<file path="src/hw/rtl/bct_ram.sv">
`timescale 1ns / 1ps

module bct_ram #(
  parameter int unsigned WIDTH = 8,
  parameter int unsigned DEPTH = 16
) (
  input  logic                     clk,
  input  logic                     we,
  input  logic [$clog2(DEPTH)-1:0] waddr,
  input  logic [WIDTH-1:0]         wdata,
  input  logic                     re,
  input  logic [$clog2(DEPTH)-1:0] raddr,
  output logic [WIDTH-1:0]         rdata
);

  logic [WIDTH-1:0] mem [DEPTH];

  always_ff @(posedge clk) begin
    if (we) begin
      mem[waddr] <= wdata;
    end
    // read data holds while no read is issued
    if (re) begin
      rdata <= mem[raddr];
    end
  end

endmodule

</file>
<file path="config.mk">
export PLATFORM = sky130hd
export DESIGN_NAME = bct_ram
export DESIGN_NICKNAME = d
export VERILOG_FILES = /design/src/hw/rtl/bct_ram.sv
export SDC_FILE = /design/constraint.sdc
export NUM_CORES = 1
export LEC_CHECK = 0
export BUFFER_PORTS_ARGS = -buffer_cell sky130_fd_sc_hd__buf_2
export CAP_MARGIN = 20
export CELL_PAD_IN_SITES_DETAIL_PLACEMENT = 0
export CELL_PAD_IN_SITES_GLOBAL_PLACEMENT = 1
export CORE_ASPECT_RATIO = 0.7
export CORE_UTILIZATION = 40
export DETAILED_ROUTE_END_ITERATION = 12
export GPL_TIMING_DRIVEN = 0
export PLACE_DENSITY_LB_ADDON = 0.1
export SLEW_MARGIN = 10
export SYNTH_ARGS = -nofsm -noshare
export SYNTH_HDL_FRONTEND = slang
export SYNTH_SLANG_ARGS = --single-unit
</file>
<file path="constraint.sdc">
create_clock -name clk -period 1.9 [get_ports clk]
set_input_delay 0.095 -clock clk [delete_from_list [all_inputs] [get_ports clk]]
set_output_delay 0.095 -clock clk [all_outputs]
set_load 0.01 [all_outputs]
</file>
After elaboration in Yosys (flattened, before gate mapping)
Memories as Yosys holds them, arrays and structs flattened. A register that Yosys moved wholly into a read port is not among the register bits. Cells that the tools add are included.

Register bits: 0. RAM bits: 128. Bits of input ports: 19. Output and inout port bits: 8. Logic and storage cells: 3. Memories kept: 1.

Muxes and demuxes: 2.

Memory list: mem (depth 16, bits a word 8, rd ports 1, clocked after memory_dff 1, write ports 1, RTL line 16) `logic [WIDTH-1:0] mem [DEPTH];`.

Operator list (number): $mux 1 (2).

Longest topological paths before layout
Depth in word-level cells: 2. Depth in mapped cells: 5. Depth with buffers taken out: 3.

Least setup slack after synthesis
Ideal clock, no wire load.

Kind: input port to flip-flop. From: input waddr[2]. To: memory mem[0][0], enable pin. Setup time: 0.383 ns. Arrival time: 1.205 ns. Required time: 1.517 ns. Path slack: 0.312 ns. Stages on the path: 2. Path buffers: 0. Cell sequence: or3b_2 > nor3_1.

RTL lines: from (decl) (RTL line 9) `input logic [$clog2(DEPTH)-1:0] waddr,`; to (decl) (RTL line 16).

No word-level cell before the write port.

==> flow_metrics.py <==
metrics = {
    "outcome": {
        "run_status": "complete, but fails checks",
        "failing_checks": "design-rule violations",
    },
    "finish": {
        "antenna_diodes": 0,
        "fillCellCount": 1063,
        "nNetsFinal": 294,
        "area_delta_synth_final_pct": 18.0,
        "final_cells": 449,
        "layout-drive-gt1-share_pct": 28.9,
    },
    "route": {
        "detailedRoute.firstPassIterationCount": 8,
        "drcViolationCount": 8,
        "ant_nets": 0,
        "post_drt_wl_per_cell_um": 24.4,
        "drt_iter0_drcs": 230,
        "detail_route.vias_per_cell": 5.31,
        "postRouteWirelength_um": 10900,
        "num_vias": 2386,
    },
    "global_routing": {
        "grt_pass1_wl_um": 16100,
        "vias_in_the_first_global_route": 2413,
        "antenna_found_initial": 0,
        "grt-ovfl-total": 0,
        "grtUsageTotal_pct": 17.6,
        "grt_start_max_net_pins": 17,
    },
    "clock_network": {
        "post_cts_buffers": 0,
        "cts_made_buffers": 17,
        "cts_buffer_depth": 2,
        "path_clk_slew_ns": 0.06,
        "cts_root_buffer": "sky130_fd_sc_hd__clkbuf_16",
        "post_cts_resized": 0,
        "cts_num_sinks": 136,
        "cts_tree": "yes",
        "cts.hold.buffers_added": 0,
        "insertion_delay_ns": 0.41,
        "cts-htree-levels": 4,
    },
    "worst_setup_path": {
        "worst_setup_path_start_kind": "flip-flop",
        "worst-path-max-fanout": 1,
        "worstSetupEndpointType": "flip-flop",
        "crit-reg2reg-launch": "mem[4][0]",
        "timing.critical_path.from": "mem[4][0]",
        "worstSetupPathType": "flip-flop to flip-flop",
        "worst_endpoint_required_time_ns": 2.05,
        "worst-endpoint-arrival_ns": 1.71,
    },
    "yosys": {
        "yosys.cell_types.count": 18,
        "synthesis.nets": 248,
        "yosys-top-cells-area": "sky130_fd_sc_hd__edfxtp_1 (78%), sky130_fd_sc_hd__mux4_2 (7.8%), sky130_fd_sc_hd__mux4_1 (7.0%)",
        "yosysWarningCount": 0,
        "synth_edf_count": 136,
        "muxShareOfSynthArea_pct": 14.8,
        "synthDominantCellAreaShare_pct": 78.1,
        "post_synth_inst_count": 229,
        "synth-xor-area-share_pct": 0,
        "list_of_most_frequent_post_synthesis_cells": "sky130_fd_sc_hd__edfxtp_1 (136), sky130_fd_sc_hd__mux4_2 (18), sky130_fd_sc_hd__a22oi_1 (16), sky130_fd_sc_hd__mux4_1 (14), sky130_fd_sc_hd__nor2_1 (13)",
        "synth-simple-area-share_pct": 3.14,
        "yosysMostFrequentCell": "sky130_fd_sc_hd__edfxtp_1",
        "ys_ff_latch": 136,
        "asyncSetResetFlopFracSynth_pct": 0,
        "synth-seq-area-share_pct": 78.1,
        "syn-cell-area_um2": 5230,
        "post_synth_fa_ha_maj_area_fraction_pct": 0,
        "leading_register_cell_type_out_of_synthesis": "sky130_fd_sc_hd__edfxtp_1",
        "synth_area_per_cell_um2": 22.8,
        "share_of_the_synthesized_area_in_compound_gates_ao_oa_aoi_oai_pct": 2.30,
        "synth.largest_area_cell": "sky130_fd_sc_hd__edfxtp_1",
        "largest_family_of_logic_cells_by_synthesized_area": "multiplexers",
    },
    "die": {
        "die_x_um": 139,
        "core_region_area_um2": 12600,
        "total_i_o_pin_count": 27,
        "dieHeight_um": 97.6,
        "initial_core_util_pct": 41.5,
        "die-area_um2": 13500,
        "placementRows": 34,
    },
    "sta": {
        "slew_headroom_pct": 40.2,
        "timing.final.hold_violations": 0,
        "setup-tns-final_ns": 0,
        "period_needed_ns": 1.57,
        "fin_worst_skew_ns": 0.00496,
        "max_slew.worst_pin.slew_ns": 0.893,
        "clock.fmax_mhz": 638,
        "fin_hold_ws_ns": 0.0240,
        "grt_setup_unrepaired": "false",
        "post-route-worst-setup-slack_ns": 0.334,
        "setup_viol": 0,
        "fin_crit_sh_pct": 82.4,
        "timing.final.max_slew_violations": 0,
    },
    "placed_design": {
        "dp.cells": 418,
        "detailedPlace.worstSlack_ns": 0.00897,
        "gp_weighted_congestion": 0.672,
        "place.detailed.hpwl_um": 6910,
        "io_buffer_count": 25,
    },
    "power_and_ir_drop": {
        "worst_ir_drop_vdd_mv": 0.607,
        "power.leakage_uw": 0.00205,
        "power_density_nw_per_um2": 1140,
    },
    "hold_path": {
        "worst_hold_startpoint": "re",
        "hold_path_class": "input port to flip-flop",
    },
    "run": {
        "max-cap-violations": 0,
    },
}
==> final cells by class <==
class                   instances  area [µm²]  area share [%]
multi-input cells              83        1070            17.3
flip-flops and latches        136        4080            66.2
clock buffers                  19         433            7.02
clock inverters                12         158            2.55
repair buffers                 27         140            2.27
plain buffers                  10        86.3            1.40
well taps                     162         203            3.28
==> path summary, 6_finish.rpt <==
| kind | to | slack (ns) | cells past startpoint |
|---|---|---|---|
| setup / recovery | rdata[0] | 0.33 | 3 |
| hold / removal | rdata[1] | 0.02 | 1 |
| setup reg to reg | rdata[0] | 0.33 | 3 |
| hold reg to reg | rdata[1] | 0.77 | 3 |
==> layout by cell type (no fill, tap or decap), drive strengths merged <==
cell / Yosys / layout
a22oi: 16 / 16
and2: 1 / 1
and2b: 1 / 1
buf: 7 / 34
bufinv: 0 / 4
clkbuf: 0 / 19
clkdlybuf4s25: 3 / 3
clkinv: 0 / 7
clkinvlp: 0 / 1
edfxtp: 136 / 136
mux4: 32 / 32
nand2: 9 / 9
nand2b: 2 / 2
nand3: 1 / 1
nand3b: 2 / 2
nor2: 13 / 13
nor2b: 1 / 1
nor3: 4 / 4
or3b: 1 / 1
==> metrics by stage <==
stage / area [µm²] / total power (µW) / util, %
floorplan: 5230 / 3630 / -
global placement: 5560 / 3790 / 44.1
detailed placement: 5580 / 3800 / 44.3
CTS: 6170 / 7110 / 49.0
global route: 6170 / 7260 / 49.0
finish: 6170 / 7050 / 49.0
==> layer usage <==
| layer | wire (µm) | up-vias | global-route usage, % |
|---|---|---|---|
| met5 | 0 | - | 0 |
| met4 | 128 | 0 | 6.15 |
| met3 | 1060 | 12 | 5.72 |
| met2 | 4700 | 76 | 22.9 |
| met1 | 5050 | 1226 | 27.2 |
| li1 | - | 1072 | - |
==> state kept, by name, indices dropped and copies added, names as in the netlist <==
register	count
mem	128
rdata	8
==> report_power, final <==
group,internal [µW],switching [µW]
sequential,3380,13.8
clock,2160,1160
combinational,131,202
total,5670,1380
==> critical path, stage by stage, from the launching register on <==
cell and delay [ns]:
sky130_fd_sc_hd__edfxtp_1 0.37, sky130_fd_sc_hd__mux4_1 0.57, sky130_fd_sc_hd__a22oi_1 0.25, sky130_fd_sc_hd__nand2_1 0.12
==> logic make-up after synthesis <==
| logic type | Yosys count |
|---|---|
| buffers and inverters | 10 |
| multiplexers | 32 |
| AO/OA/AOI/OAI | 16 |
| AND/OR/NAND/NOR | 35 |
| flip-flops | 136 |
(Power assumes the default switching activity.)
